--- src/sv/gdda_pkg.sv ---
// shared types and constants for the grid ray dda block
package gdda_pkg;

	localparam int MAP_SIDE_BITS = 6;
	localparam int MAX_STEPS     = 128;
	localparam int CELL_ADDR_W   = 2 * MAP_SIDE_BITS;
	localparam int CELL_W        = 11;
	localparam int STEP_CNT_W    = $clog2(MAX_STEPS + 1);

	localparam logic [MAP_SIDE_BITS-1:0] COORD_MAX = '1;

	localparam logic ACT_LOAD = 1'b0;
	localparam logic ACT_CAST = 1'b1;

	localparam logic SIDE_X = 1'b0;
	localparam logic SIDE_Y = 1'b1;

	localparam logic STATUS_HIT  = 1'b0;
	localparam logic STATUS_MISS = 1'b1;

	localparam int CELL_SOLID_BIT = 0;
	localparam int CELL_DOOR_BIT  = 1;

	typedef struct packed {
		logic               action;
		logic [11:0]        tile;
		logic [10:0]        cell_word;
		logic [1:0]         step_signs;
		logic [31:0]        delta_x;
		logic [31:0]        delta_y;
		logic [31:0]        side_x;
		logic [31:0]        side_y;
		logic signed [15:0] dir_x;
		logic signed [15:0] dir_y;
		logic [21:0]        pos_x;
		logic [21:0]        pos_y;
	} cmd_t;

	typedef struct packed {
		logic [31:0] distance;
		logic        side;
		logic [5:0]  hit_x;
		logic [5:0]  hit_y;
		logic        status;
	} res_t;

	typedef struct packed {
		logic                     pick_x;
		logic [31:0]              reach;
		logic [31:0]              side_next;
		logic [MAP_SIDE_BITS-1:0] coord_next;
		logic                     leave;
	} walk_t;

endpackage

--- src/sv/gdda_walk_unit.sv ---
// shared dda step unit: axis choice, saturating side add and coordinate step
module gdda_walk_unit (
	input  logic [31:0]                        side_x,
	input  logic [31:0]                        side_y,
	input  logic [31:0]                        delta_x,
	input  logic [31:0]                        delta_y,
	input  logic [gdda_pkg::MAP_SIDE_BITS-1:0] x,
	input  logic [gdda_pkg::MAP_SIDE_BITS-1:0] y,
	input  logic                               neg_x,
	input  logic                               neg_y,
	output gdda_pkg::walk_t                    walk
);

	logic                               pick_x;
	logic [31:0]                        add_a;
	logic [31:0]                        add_b;
	logic [32:0]                        sum;
	logic [gdda_pkg::MAP_SIDE_BITS-1:0] coord;
	logic                               neg;

	always_comb begin
		pick_x = side_x < side_y;
		add_a  = pick_x ? side_x : side_y;
		add_b  = pick_x ? delta_x : delta_y;
		coord  = pick_x ? x : y;
		neg    = pick_x ? neg_x : neg_y;
		sum    = {1'b0, add_a} + {1'b0, add_b};

		walk.pick_x    = pick_x;
		walk.reach     = add_a;
		walk.side_next = sum[32] ? 32'hFFFF_FFFF : sum[31:0];
		if (neg) begin
			walk.leave      = coord == '0;
			walk.coord_next = coord - gdda_pkg::MAP_SIDE_BITS'(1);
		end else begin
			walk.leave      = coord == gdda_pkg::COORD_MAX;
			walk.coord_next = coord + gdda_pkg::MAP_SIDE_BITS'(1);
		end
	end

endmodule

--- config.mk ---
export PLATFORM = sky130hd
export DESIGN_NAME = gdda_walk_unit
export DESIGN_NICKNAME = d
export VERILOG_FILES = /design/src/sv/gdda_pkg.sv /design/src/sv/gdda_walk_unit.sv
export SDC_FILE = /design/constraint.sdc
export NUM_CORES = 1
export LEC_CHECK = 0
export ABC_AREA = 1
export BUFFER_PORTS_ARGS = -buffer_cell sky130_fd_sc_hd__buf_2
export CORE_MARGIN = 1
export CORE_UTILIZATION = 23
export DETAILED_ROUTE_END_ITERATION = 6
export GPL_ROUTABILITY_DRIVEN = 0
export PLACE_DENSITY = 0.57
export SYNTH_ARGS = -nofsm -noshare
export SYNTH_HDL_FRONTEND = slang
export SYNTH_SLANG_ARGS = --single-unit
--- constraint.sdc ---
create_clock -name vclk -period 5.7
set_input_delay 0 -clock vclk [all_inputs]
set_output_delay 0 -clock vclk [all_outputs]
set_load 0.005 [all_outputs]
---- Word-level counts from Yosys, hierarchy flattened ----
Cells that the tools add are included.
storage, ports and cells
  ROM bits ................................ 0
  latch bits .............................. 0
  bits in registers ....................... 0
  input port bits ......................... 142
  memories kept ........................... 0
  memory bits (writable) .................. 0
  output and inout bits ................... 72
  word-level logic and storage cells ...... 12
cells by class
  mux-type cells .......................... 6
  div/mod/pow operators ................... 0
  shifts and indexed selects .............. 0
  reductions and logical operators ........ 1
  magnitude comparators ................... 1
  add/sub/neg operators ................... 3
  multipliers ............................. 0
  eq/ne operators ......................... 1
  bitwise operators ....................... 0
operators with widths
  operator             count
  $mux 32              3
  $add 32x32->33       1
  $lt 32x32->1         1
  $mux 7               1
  $add 6x1->6 const B  1
  $eq 6x6->1 const B   1
  $logic_not 6->1      1
  $mux 6               1
  $sub 6x1->6 const B  1
  $mux 1               1

---- Depth between registers and ports, before layout ----
  depth after elaboration ................. 4
  depth in mapped cells ................... 38
  depth with buffers taken out ............ 35

---- Worst setup path before layout ----
OpenSTA, ideal clock, no wires.
  path type ............................... input -> output
  from .................................... input port side_y[27]
  to ...................................... output port walk[10] (netlist bit)
  path slack .............................. 1,784 ps
  arrival time ............................ 3,916 ps
  buffers on the path ..................... 4
  stages .................................. 30
  required time ........................... 5,700 ps
  cell sequence ........................... inv_1 -> ha_1 -> a21oi_1 -> o21ai_1 -> a21o_1 -> a21oi_4 -> nand2_4 -> buf_8 -> inv_2 -> clkbuf_1 -> buf_1 -> nand2_1 -> nand2_1 -> ha_1 -> inv_1 -> fa_1 -> o21ai_0 -> nand3_1 -> nand2_1 -> nand3_1 -> nand2_1 -> nand3_1 -> nand2_1 -> nand3_1 -> nand2_1 -> nand3_1 -> nand3_2 -> a21oi_4 -> buf_4 -> nand2_1
RTL lines
  element      line                  text
  from (decl)  gdda_walk_unit.sv:4   input logic [31:0] side_y,
  to (decl)    gdda_walk_unit.sv:11  output gdda_pkg::walk_t walk

==> results.txt <==
Seq/Total Area, Yosys - 0%
RSZ-0062 raised after global routing - false
final core occ - 31.8%
worst vdd ir - 71.5 µV
DRT met1 WL - 7250 µm
Max-slew headroom - 62.4%
area grow syn2layout - 33.9%
Final WS setup - 0.942 ns
Detailed Route WL - 15500 µm
post-DP HPWL - 13700 µm
Yosys warnings - 0
Resized Gates After CTS - 0
Least-Margin Pin Slew - 0.563 ns
first-pass GRT wire length - 23900 µm
number of I/O pins - 214
syn_nets - 907
DR WL met2 - 7030 µm
Seq. cell area - 0 µm²
outcome - finished clean
min cycle time layout - 4.76 ns
Slew Viols, Final - 0
fraction of layout cells with a size suffix above 1 - 28.1%
initial antenna violation count - 0
total grt overflow - 0
Cell Rows - 46
total of max-cap violations - 0
DR DRC count - 0
Crit-path slowest cell - inv_2
Mean Syn Cell Area - 5.46 µm²
library cells used by synthesis - 40
initial DRC count - 302
DIE WIDTH - 131 µm
via count - 5089
top sig layer - met4
cts hold-fix bufs - 0
Die Y - 131 µm
Worst Path Arrival - 4.76 ns
Avg Vias per Cell - 4.57
vias in the first global route - 4812
port bufs - 214
Initial Utilization - 23.7%
Final Cycle Share - 83.5%
setup TNS - 0 ns
CP peak stage delay - 0.48 ns
Ant. Diodes - 0
power per cell area - 212 mW/mm²
nets - 1109
gr usage total - 17.7%
Die ar. - 0.0171 mm²
HP Class - in2out
flip-flop and latch count - 0
critical path class - in2out
Critical Path Sink Type - output port
post-CTS setup buffer count - 0
maximum fanout along the worst path - 33
largest net degree at the start of global routing - 43
Hold Path Stages - 4
Final ANT Viol Nets - 0
hold slack - 0.349 ns
wire per inst - 13.9 µm
critical path required time - 5.70 ns
post-synthesis cell count - 698
pre-CTS setup slack - 0.922 ns
CLK BUF - 0
Most common cell on crit path - nand2_1
Syn Std Cell Area - 0.00381 mm²
Detailed Routing Iterations Pass 1 - 5
Hold Crit Endpoint - walk[53]
final setup fails - 0
Fin. Hold Viols - 0
min-delay src - side_x[14]
core box area - 0.0161 mm²
Fmax - 210 MHz
met3 WL - 1170 µm
crit start category - input port
leakage - 3.07 nW
cells in the final DEF, fill, tap and decap left out:
master,count
clkinv_1,1
nand3b_2,1
nor4_1,4
o21a_1,4
nand2_1,262
nand4_1,11
nor2_2,2
mux2i_1,1
inv_1,81
o41ai_1,1
o21ai_0,49
inv_2,2
nand3_2,11
a211oi_1,1
o211ai_1,1
ha_1,65
nand3_1,41
buf_12,2
xor2_1,12
xnor2_1,6
nor2_1,30
a21o_1,3
a21oi_4,2
a221oi_1,1
nand3b_1,2
nand2_2,9
o21ai_1,3
or2_2,3
buf_2,214
fa_1,2
nor3_2,1
a21oi_1,53
o21bai_1,2
or2_1,2
nor3_1,8
buf_4,2
nand2_4,3
how the worst max path moves through the flow:
stage	end	from	slack, ns
2_1_floorplan	walk[10]	side_y[27]	1.78
3_3_place_gp	walk[35]	side_y[19]	1.01
3_5_place_dp	walk[22]	side_x[21]	0.92
4_1_cts	walk[22]	side_x[21]	0.91
5_1_grt	walk[35]	side_y[27]	0.41
6_report	walk[36]	side_y[19]	0.94
synthesized netlist by cell type, types with 2 or more instances:
| cell type | number | area share (%) |
|---|---|---|
| buf_4 | 2 | 0.39 |
| buf_6 | 2 | 0.59 |
| o21ai_0 | 49 | 6.4 |
| inv_2 | 2 | 0.20 |
| nand3_1 | 41 | 5.4 |
| nor2_2 | 2 | 0.33 |
| nor3_1 | 8 | 1.0 |
| nand2_4 | 3 | 0.89 |
| xor2_1 | 12 | 2.8 |
| or2_1 | 2 | 0.33 |
| fa_1 | 2 | 1.0 |
| o21a_1 | 4 | 0.79 |
| a21oi_4 | 2 | 0.85 |
| o21ai_1 | 3 | 0.39 |
| a21oi_1 | 53 | 7.0 |
| inv_1 | 81 | 8.0 |
| ha_1 | 65 | 21 |
| buf_1 | 2 | 0.20 |
| nand4_1 | 11 | 1.8 |
| nand2_2 | 9 | 1.5 |
| buf_2 | 2 | 0.26 |
| xnor2_1 | 6 | 1.4 |
| a21o_1 | 3 | 0.59 |
| nand3b_1 | 2 | 0.39 |
| nor2_1 | 30 | 3.0 |
| nand2_1 | 262 | 26 |
| nor4_1 | 4 | 0.66 |
| nand3_2 | 11 | 2.9 |
| clkbuf_1 | 9 | 0.89 |
| o21bai_1 | 2 | 0.39 |
| or2_2 | 3 | 0.49 |
cells by family after synthesis:
kind of cell | synth area share (%)
buf+inv | 11.0
fa+ha+maj | 22.4
xor+xnor | 4.13
simple gates | 45.0
mux | 0.262
compound gates | 17.3
worst max-delay path: cells and delay by family:
family,cells,cell delay (ns)
adders and majority gates,3,0.80
buffers and inverters,6,1.08
and+or+nand+nor,16,1.80
AOI/OAI and AO/OA,5,1.02
per-layer routing:
layer,up-vias,global-route usage [%]
li1,2696,-
met1,2168,23.4
met2,221,32.3
met3,4,2.00
met4,0,0.744
met5,-,0
where the power goes:
part	internal [W]	switching (W)	total, W
clock network	0	0	0
logic	0.000431	0.000651	0.00108
registers	0	0	0
total	0.000431	0.000651	0.00108
metrics by stage:
stage / instance area [µm²] / std cells / total power [W]
global placement: 5110 / 1114 / 0.00108
floorplan: 3810 / 698 / 0.000688
detailed placement: 5110 / 1114 / 0.00109
CTS: 5110 / 1114 / 0.00109
global route: 5110 / 1114 / 0.00123
finish: 5110 / 1114 / 0.00108
cell type report:
cell class / instances / area, µm²
tap: 216 / 270
timing repair buffer: 218 / 1130
multi-input combinational: 596 / 3390
fill: 1861 / 11000
inverter: 84 / 315
No activity file was read; power rests on OpenSTA's default activity.
