--- src/sv/gdda_door_unit.sv ---
// door test: registered distance by direction product, then fraction compare
module gdda_door_unit (
	input  logic               clk,
	input  logic               load,
	input  logic [31:0]        reach,
	input  logic signed [15:0] dir,
	input  logic [15:0]        pos,
	input  logic [8:0]         closed,
	output logic               hit
);

	logic signed [48:0] prod;
	logic [15:0]        prod_q;
	logic [15:0]        frac;

	assign prod = $signed({1'b0, reach}) * dir;

	always_ff @(posedge clk) begin
		if (load) begin
			prod_q <= prod[29:14];
		end
	end

	assign frac = prod_q + pos;
	assign hit  = {1'b0, frac} <= {closed, 8'h00};

endmodule

--- config.mk ---
export PLATFORM = sky130hd
export DESIGN_NAME = gdda_door_unit
export DESIGN_NICKNAME = d
export VERILOG_FILES = /design/src/sv/gdda_door_unit.sv
export SDC_FILE = /design/constraint.sdc
export NUM_CORES = 1
export LEC_CHECK = 0
export ABC_AREA = 1
export BUFFER_PORTS_ARGS = -buffer_cell sky130_fd_sc_hd__buf_2
export CELL_PAD_IN_SITES_DETAIL_PLACEMENT = 1
export CELL_PAD_IN_SITES_GLOBAL_PLACEMENT = 1
export CORE_UTILIZATION = 43
export CTS_CLUSTER_SIZE = 16
export DETAILED_ROUTE_END_ITERATION = 7
export PLACE_DENSITY_LB_ADDON = 0.1
export SYNTH_ARGS = -nofsm -noshare
export SYNTH_HDL_FRONTEND = slang
export SYNTH_SLANG_ARGS = --single-unit
--- constraint.sdc ---
create_clock -name clk -period 5.9 [get_ports clk]
set_input_delay 0.59 -clock clk [delete_from_list [all_inputs] [get_ports clk]]
set_output_delay 0.59 -clock clk [all_outputs]
set_load 0.05 [all_outputs]
# Yosys cells after proc, flatten, opt, wreduce, memory -nomap -nowiden

Cells that the tools add are included.

Register bits: 16
Input port bits: 75
Output and inout port bits: 1
Logic and storage cells: 4

Add/subtract/negate cells: 1
Multiply operators: 1
Order comparisons: 1

Operators with widths:

| operator                                         | number |
|---|---|
| 33-bit by 16-bit multiplier with 30-bit output   | 1 |
| 16-bit by 17-bit <= comparator with 1-bit output | 1 |
| 16-bit adder                                     | 1 |

# Logic depth before layout (Yosys ltp)

Gate-level depths: netlist (run 1).

Depth after elaboration: 2
Mapped depth: 29
Gate-level depth less buffers: 27

# Worst setup path before layout (run 1)

No wires, ideal clock.

Path kind: input to register
Start point: input port reach[7]
End point: register prod_q[10] (data pin)
Setup time: 258 ps
Arrival: 5495 ps
Required time: 5642 ps
Slack: 147 ps
Stages: 25
Path buffers: 2
Cells stage by stage: clkbuf_1 clkbuf_1 nand2_1 fa_1 inv_1 fa_1 inv_1 fa_1 inv_1 fa_1 fa_1 inv_1 fa_1 inv_1 ha_1 nand2_1 nor2_1 inv_2 nor3_2 nand2_1 nand2_1 nand2_1 nor2_1 nor2_1 xnor2_1

Cells in the longest elaborated chain, start to end: 1

RTL lines:

| element                                        | RTL line | text |
|---|---|---|
| start, declared                                | 5        | `input logic [31:0] reach,` |
| 33-bit by 16-bit multiplier with 30-bit output | 16       | `assign prod = $signed({1'b0, reach}) * dir;` |
| named net prod[24]                             | 12       | `logic signed [48:0] prod;` |
| end signal, assigned                           | 20       | `prod_q <= prod[29:14];` |
| end, declared                                  | 13       | `logic [15:0] prod_q;` |

The timed path passes the listed nets, and every way through them passes these cells.
A chain may end at the register's enable or synchronous reset.

# Worst setup path after layout (run 1)

Start point: input port reach[14]
End point: register prod_q[12] (data pin)

The elaborated chain is that of the path after synthesis.

==> out/qor.csv, run 1 <==
metric;value;unit
crit_path_slowest_cell;sky130_fd_sc_hd__fa_1;
cts_num_sinks;16;
cts-root-buf;sky130_fd_sc_hd__clkbuf_16;
floorplan.rows;63;
hold_class;in -> reg;
endpoint_kind;flop;
final_max_slew_viol_count;0;
core_region_area;29720;sq um
clock_path_buffers;2;
global_routing_usage_summed_across_all_routing_layers;27.13;%
antenna_found_initial;1;
initial_core_util;43.83;%
ctsHoldBuffers;0;
horizontal_die_dimension;176.0;microns
cp.required;5.90;ns
synth_area_in_compound_gates;4.111;%
grt_max_degree;21;
register_area;480.5;sq um
area_occupied_by_multi_input_gates;10110;sq um
grt_setup_unrepaired;yes;
placer_congestion_estimate;0.8330;
post_drt_wl_per_cell;16.85;microns
yosys-mux-area-fraction;0;%
final_hold_viol_count;0;
timing_worst_slew_pin_value;0.4421;ns
grt_pass1_vias;13430;
synth_top_cell_by_area;sky130_fd_sc_hd__fa_1;
detail_route.drc_violations;0;
die_area;30990;sq um
final_cell_area;15220;sq um
critical_path_class;in -> reg;
synth_warnings;0;
drt.antenna.violating_nets;0;
drt_pass1_iterations;4;
fp.dieH;176.0;microns
htreeDepth;1;
via_per_inst;4.850;
synth.distinct_cells;38;
io-pin-count;76;
yosys.area_share.simple;18.55;%
ys_seq_area_share;3.689;%
postCtsResizedCells;4;
route.vias.total;11420;
largestRegisters;prod_q (16);
post_synth.cell_area_avg;7.305;sq um
top_signal_layer_used;met5;
combinational_family_with_the_most_area_after_synthesis;adder cells;
synthTopCellsByArea;sky130_fd_sc_hd__fa_1, sky130_fd_sc_hd__inv_1, sky130_fd_sc_hd__nand2_1, sky130_fd_sc_hd__ha_1, sky130_fd_sc_hd__edfxtp_1;
slew-limit-headroom;70.52;%
clock_tree_from_tritoncts;yes;
yosys.area.top_type_share;42.42;%
largest-register;prod_q;
wl_met2;21900;microns
post-cts-setup-buffers;0;
drv.max_cap_violation_count;0;
final_period_minus_worst_setup_slack;5.707;ns
setup_violations;0;
status;completed;
finalWirelength;39670;microns
critical_path.startpoint_type;input pin;
hold_start;load;
fillers;3878;
global_route_wire_length_before_repair;65470;microns
area_growth_syn_to_layout;16.82;%
tns;0;ns
hpwlAfterDp;35300;microns
fmaxAchievable;0.1752;GHz
largest_register_ffs;16;
synth_fp_nets;2242;
timing.critical_path.from;reach[14];
worst_hold_slack;0.7710;ns
yosys.area_share.xor_xnor;1.816;%
ys_seq_elements;16;
cts_buffers;3;
final_layout_size_suffix_gt1_share;14.46;%
num_antenna_cells;0;
syn-instance-count;1783;
drt-met1-wl;15700;microns
port_buffers;73;
post_dp_cell_area;15050;sq um
nets_finish;2425;
critical_path.cell_chain;buf_2 -> buf_4 -> nand2_1 -> inv_1 -> fa_1 -> inv_1 -> fa_1 -> fa_1 -> inv_1 -> fa_1 -> fa_1 -> inv_1 -> fa_1 -> inv_1 -> ha_1 -> buf_4 -> nand2_1 -> nor2_1 -> nand2_1 -> nor2_1 -> a211oi_1 -> nand2_1 -> nand2_1 -> nand2_1;
gr-total-overflow;0;
fin_crit_sh;96.73;%
synthesis.area;13020;sq um
post_synth_fa_ha_maj_area_fraction;52.80;%
crit_path_max_fanout;9;
route.met3.wl;937;microns
critical_path_at;5.71;ns
clk_transition_reported_paths;0.05;ns
detailedRoute.firstIterationViolations;320;
crit_path_max_incr_delay;0.58;ns
## synthesized netlist by cell type, drive strengths merged
| library cell | n |
|---|---|
| nand3 | 49 |
| xor2 | 15 |
| o31ai | 1 |
| nor4 | 4 |
| clkbuf | 54 |
| o21a | 1 |
| and3b | 1 |
| fa | 276 |
| a21oi | 50 |
| xnor2 | 12 |
| a31oi | 1 |
| o21ai | 26 |
| o221ai | 1 |
| nor2 | 39 |
| nand3b | 2 |
| inv | 581 |
| or2 | 4 |
| a21o | 9 |
| nor3 | 7 |
| edfxtp | 16 |
| o211ai | 1 |
| buf | 16 |
| o21bai | 2 |
| ha | 108 |
| clkinv | 2 |
| nand2 | 500 |
| nand4 | 3 |
| a211oi | 2 |
## area by class of cell
cell class / instances / area share [%]
timing repair buffer: 248 / 12.29
sequential: 16 / 3.158
inverter: 583 / 14.38
multi-input combinational: 1114 / 66.47
clock buffer: 3 / 0.4934
tap: 390 / 3.207
## worst max-delay path, delay by kind of cell
kind                       cells  cell delay [ns]
AOI/OAI and AO/OA              1             0.27
adders and majority gates      7             3.36
and+or+nand+nor                8             0.63
buffers and inverters          8             0.83
## layer usage
metal	track usage, %	vias up
li1	-	5377
met1	30.63	5765
met2	54.17	200
met3	1.464	72
met4	7.645	2
met5	0	-
## logic make-up (layout without fill, tap and decap cells)
family          count (synthesis)  after routing
compound gates                 94             94
flops                          16             16
buf+inv                       653            834
fa+ha+maj                     384            384
simple gates                  609            609
xor+xnor                       27             27
## metrics by stage
step	setup WS, ns	utilization, %	instances
finish	0.1930	51.20	2354
global route	-0.02580	51.20	2354
detailed placement	-0.3627	50.65	2351
global placement	-0.2626	50.65	2351
floorplan	0.1472	-	1783
CTS	0.01233	50.93	2354
## final timing paths
kind,to,slack [ns],cells past startpoint
worst max-delay path,prod_q[12]$_DFFE_PP_,0.19,24
worst min-delay path,prod_q[0]$_DFFE_PP_,0.77,1
## cell usage in the layout, fill, tap and decap left out, types with 6 or more instances in the layout
cell type / instances
sky130_fd_sc_hd__inv_1: 575
sky130_fd_sc_hd__nand2_1: 499
sky130_fd_sc_hd__fa_1: 276
sky130_fd_sc_hd__buf_4: 165
sky130_fd_sc_hd__ha_1: 108
sky130_fd_sc_hd__buf_2: 61
sky130_fd_sc_hd__nand3_1: 48
sky130_fd_sc_hd__a21oi_1: 44
sky130_fd_sc_hd__nor2_1: 34
sky130_fd_sc_hd__edfxtp_1: 16
sky130_fd_sc_hd__xor2_1: 15
sky130_fd_sc_hd__o21ai_0: 13
sky130_fd_sc_hd__xnor2_1: 12
sky130_fd_sc_hd__buf_12: 12
sky130_fd_sc_hd__a21o_1: 9
sky130_fd_sc_hd__o21ai_1: 9
sky130_fd_sc_hd__clkbuf_4: 7
sky130_fd_sc_hd__inv_2: 6
sky130_fd_sc_hd__a21oi_2: 6
Power of run 1 is not shown: default switching activity piles up to over one toggle a cycle in this logic, so the estimate is an artifact.
==> inputs of run 2 (changes only) <==
--- a/config.mk
+++ b/config.mk
@@ -12,7 +12,7 @@
 export CORE_UTILIZATION = 43
 export CTS_CLUSTER_SIZE = 16
 export DETAILED_ROUTE_END_ITERATION = 7
-export PLACE_DENSITY_LB_ADDON = 0.1
+export PLACE_DENSITY_LB_ADDON = 0.08
 export SYNTH_ARGS = -nofsm -noshare
 export SYNTH_HDL_FRONTEND = slang
 export SYNTH_SLANG_ARGS = --single-unit
==> run 2 against run 1 <==
Sequential share of layout area barely moved. Non-clock buffer count decreased by 14. Cell count down 0.59%. Critical path depth is 2 lower. Core utilization is 0.45 points higher. Wire length shrank 1.9%. Sequential cell count is the same. Design area up 0.88%. First-iteration DRC count rose by 24%. Via count is 0.62% lower. Critical endpoint is now prod_q[1]$_DFFE_PP_.
==> out/qor.csv, run 2 (synthesis gave the netlist of run 1 again) <==
metric;value;unit;change
die_area;30990;sq um;unchanged
cp-endpoint;prod_q[1]$_DFFE_PP_;;
clk_transition_reported_paths;0.05;ns;about the same
detailedRoute.firstIterationViolations;398;;+24%
largest-register;prod_q;;
critical_path_at;5.66;ns;-0.05 ns
route.vias.total;11350;;-0.62%
endpoint_kind;flop;;
cpMostUsedCell;sky130_fd_sc_hd__fa_1;;
cp.buffers_inverters;8;;unchanged
grt_max_degree;20;;-4.8%
drt.antenna.violating_nets;0;;unchanged
largest_register_ffs;16;;unchanged
critical_path_class;in -> reg;;
drt_pass1_iterations;7;;+3
mostFrequentLayoutCells;sky130_fd_sc_hd__inv_1, sky130_fd_sc_hd__nand2_1, sky130_fd_sc_hd__fa_1;;
num_antenna_cells;0;;unchanged
nets_finish;2411;;-0.58%
cts-root-buf;sky130_fd_sc_hd__clkbuf_16;;
crit_path_slowest_cell;sky130_fd_sc_hd__fa_1;;
gr-total-overflow;0;;unchanged
critical_path.cell_chain;buf_4 -> buf_4 -> nand2_1 -> inv_1 -> fa_1 -> inv_1 -> fa_1 -> fa_1 -> inv_1 -> fa_1 -> fa_1 -> inv_1 -> fa_1 -> inv_1 -> ha_1 -> a21o_1 -> a21oi_2 -> o21ai_4 -> a21oi_4 -> o21ai_2 -> buf_4 -> xor2_1;;
hpwlAfterDp;34530;microns;-2.2%
largestRegisters;prod_q (16);;
final_hold_viol_count;0;;unchanged
via_per_inst;4.848;;about the same
core_region_area;29720;sq um;unchanged
final_period_minus_worst_setup_slack;5.670;ns;-0.03694 ns
final_max_slew_viol_count;0;;unchanged
slew-limit-headroom;65.98;%;-4.5 points
drv.max_cap_violation_count;0;;unchanged
grt_setup_unrepaired;yes;;
final_common_cell;sky130_fd_sc_hd__inv_1;;
critical_path.startpoint_type;input pin;;
io-pin-count;76;;unchanged
timing_worst_slew_pin_value;0.5104;ns;+0.06824 ns
category_of_cells_accounting_for_the_largest_share_of_critical_path_delay;adder cells;;
post_drt_wl_per_cell;16.63;microns;-1.3%
antenna_found_initial;0;;-1
cp.required;5.89;ns;about the same
cts_buffers;3;;unchanged
tns;0;ns;unchanged
fin_crit_sh;96.10;%;-0.63 points
worst-path-stages;22;;-8.3%
status;completed;;
port_buffers;73;;unchanged
grt_pass1_vias;12870;;-4.1%
crit_path_max_fanout;13;;+4
global_route_wire_length_before_repair;64360;microns;-1.7%
area_growth_syn_to_layout;17.85;%;
crit_path_max_incr_delay;0.54;ns;-0.04 ns
horizontal_die_dimension;176.0;microns;unchanged
clock_tree_from_tritoncts;yes;;
htreeDepth;1;;unchanged
fmaxAchievable;0.1764;GHz;+0.65%
timing.critical_path.from;dir[4];;
initial_core_util;43.83;%;unchanged
floorplan.rows;63;;unchanged
final_layout_size_suffix_gt1_share;15.13;%;+0.67 points
finalWirelength;38910;microns;-1.9%
clock_path_buffers;2;;unchanged
detail_route.drc_violations;0;;unchanged
global_routing_usage_summed_across_all_routing_layers;26.67;%;-0.45 points
fp.dieH;176.0;microns;unchanged
hold_class;in -> reg;;
setup_violations;0;;unchanged
placer_congestion_estimate;0.8481;;+1.8%
cts_num_sinks;16;;unchanged
run 2: cell count changes in the layout (fill, tap and decap cells not counted), moves of 3 or more:
cell and change:
sky130_fd_sc_hd__a21oi_1 -7, sky130_fd_sc_hd__a21oi_2 +6, sky130_fd_sc_hd__buf_12 +8, sky130_fd_sc_hd__buf_4 -20, sky130_fd_sc_hd__buf_6 -3, sky130_fd_sc_hd__ha_1 -7, sky130_fd_sc_hd__ha_4 +6, sky130_fd_sc_hd__nand2_1 -3
sky130_fd_sc_hd__nand2_2 +3, sky130_fd_sc_hd__nor2_1 -4, sky130_fd_sc_hd__nor2_2 +3
run 2: layer usage:
metal	GRT usage, %	wire (microns)	vias to the layer above
met5	0	0	-
met4	6.703	842	0
met3	1.206	1030	57
met2	51.46	21020	205
met1	32.11	16010	5730
li1	-	-	5353
run 2: how the worst min path moves through the flow:
stage                     startpoint             endpoint  cells after the start
after floorplan                 load  prod_q[0]$_DFFE_PP_                      0
after global placement          load  prod_q[0]$_DFFE_PP_                      1
after detailed placement        load  prod_q[0]$_DFFE_PP_                      1
after CTS                       load  prod_q[0]$_DFFE_PP_                      1
after global routing            load  prod_q[0]$_DFFE_PP_                      1
final                           load  prod_q[0]$_DFFE_PP_                      1
run 2: timing repair:
action | 4_1_cts | 5_1_grt
pin swaps | 0 | 11
gates cloned | 0 | 0
buffers inserted | 0 | 1
setup endpoints to repair | 1 | 10
resized for setup | 1 | 60
hold buffers | 0 | 0
run 2: per-stage QoR:
stage          hold WS, ns  setup slack, ns  std cells  instance area [sq um]  utilization (%)
2_1_floorplan       0.7025           0.1472       1783                  13030                -
3_3_place_gp         1.031          -0.1719       2336                  15040            50.60
3_5_place_dp         1.030          -0.2769       2336                  15040            50.60
4_1_cts             0.7822          0.04212       2339                  15120            50.87
5_1_grt             0.7954         -0.02166       2340                  15350            51.65
6_report            0.7808           0.2300       2340                  15350            51.65
run 2: cell type report:
| class | instances | area, sq um |
|---|---|---|
| Inverter | 583 | 2188 |
| Tap cell | 390 | 488.0 |
| Clock buffer | 3 | 75.07 |
| Fill cell | 3784 | 14370 |
| Multi-Input combinational cell | 1114 | 10260 |
| Sequential cell | 16 | 480.5 |
| Timing Repair Buffer | 234 | 1854 |
Power of run 2 is left out for the same reason.
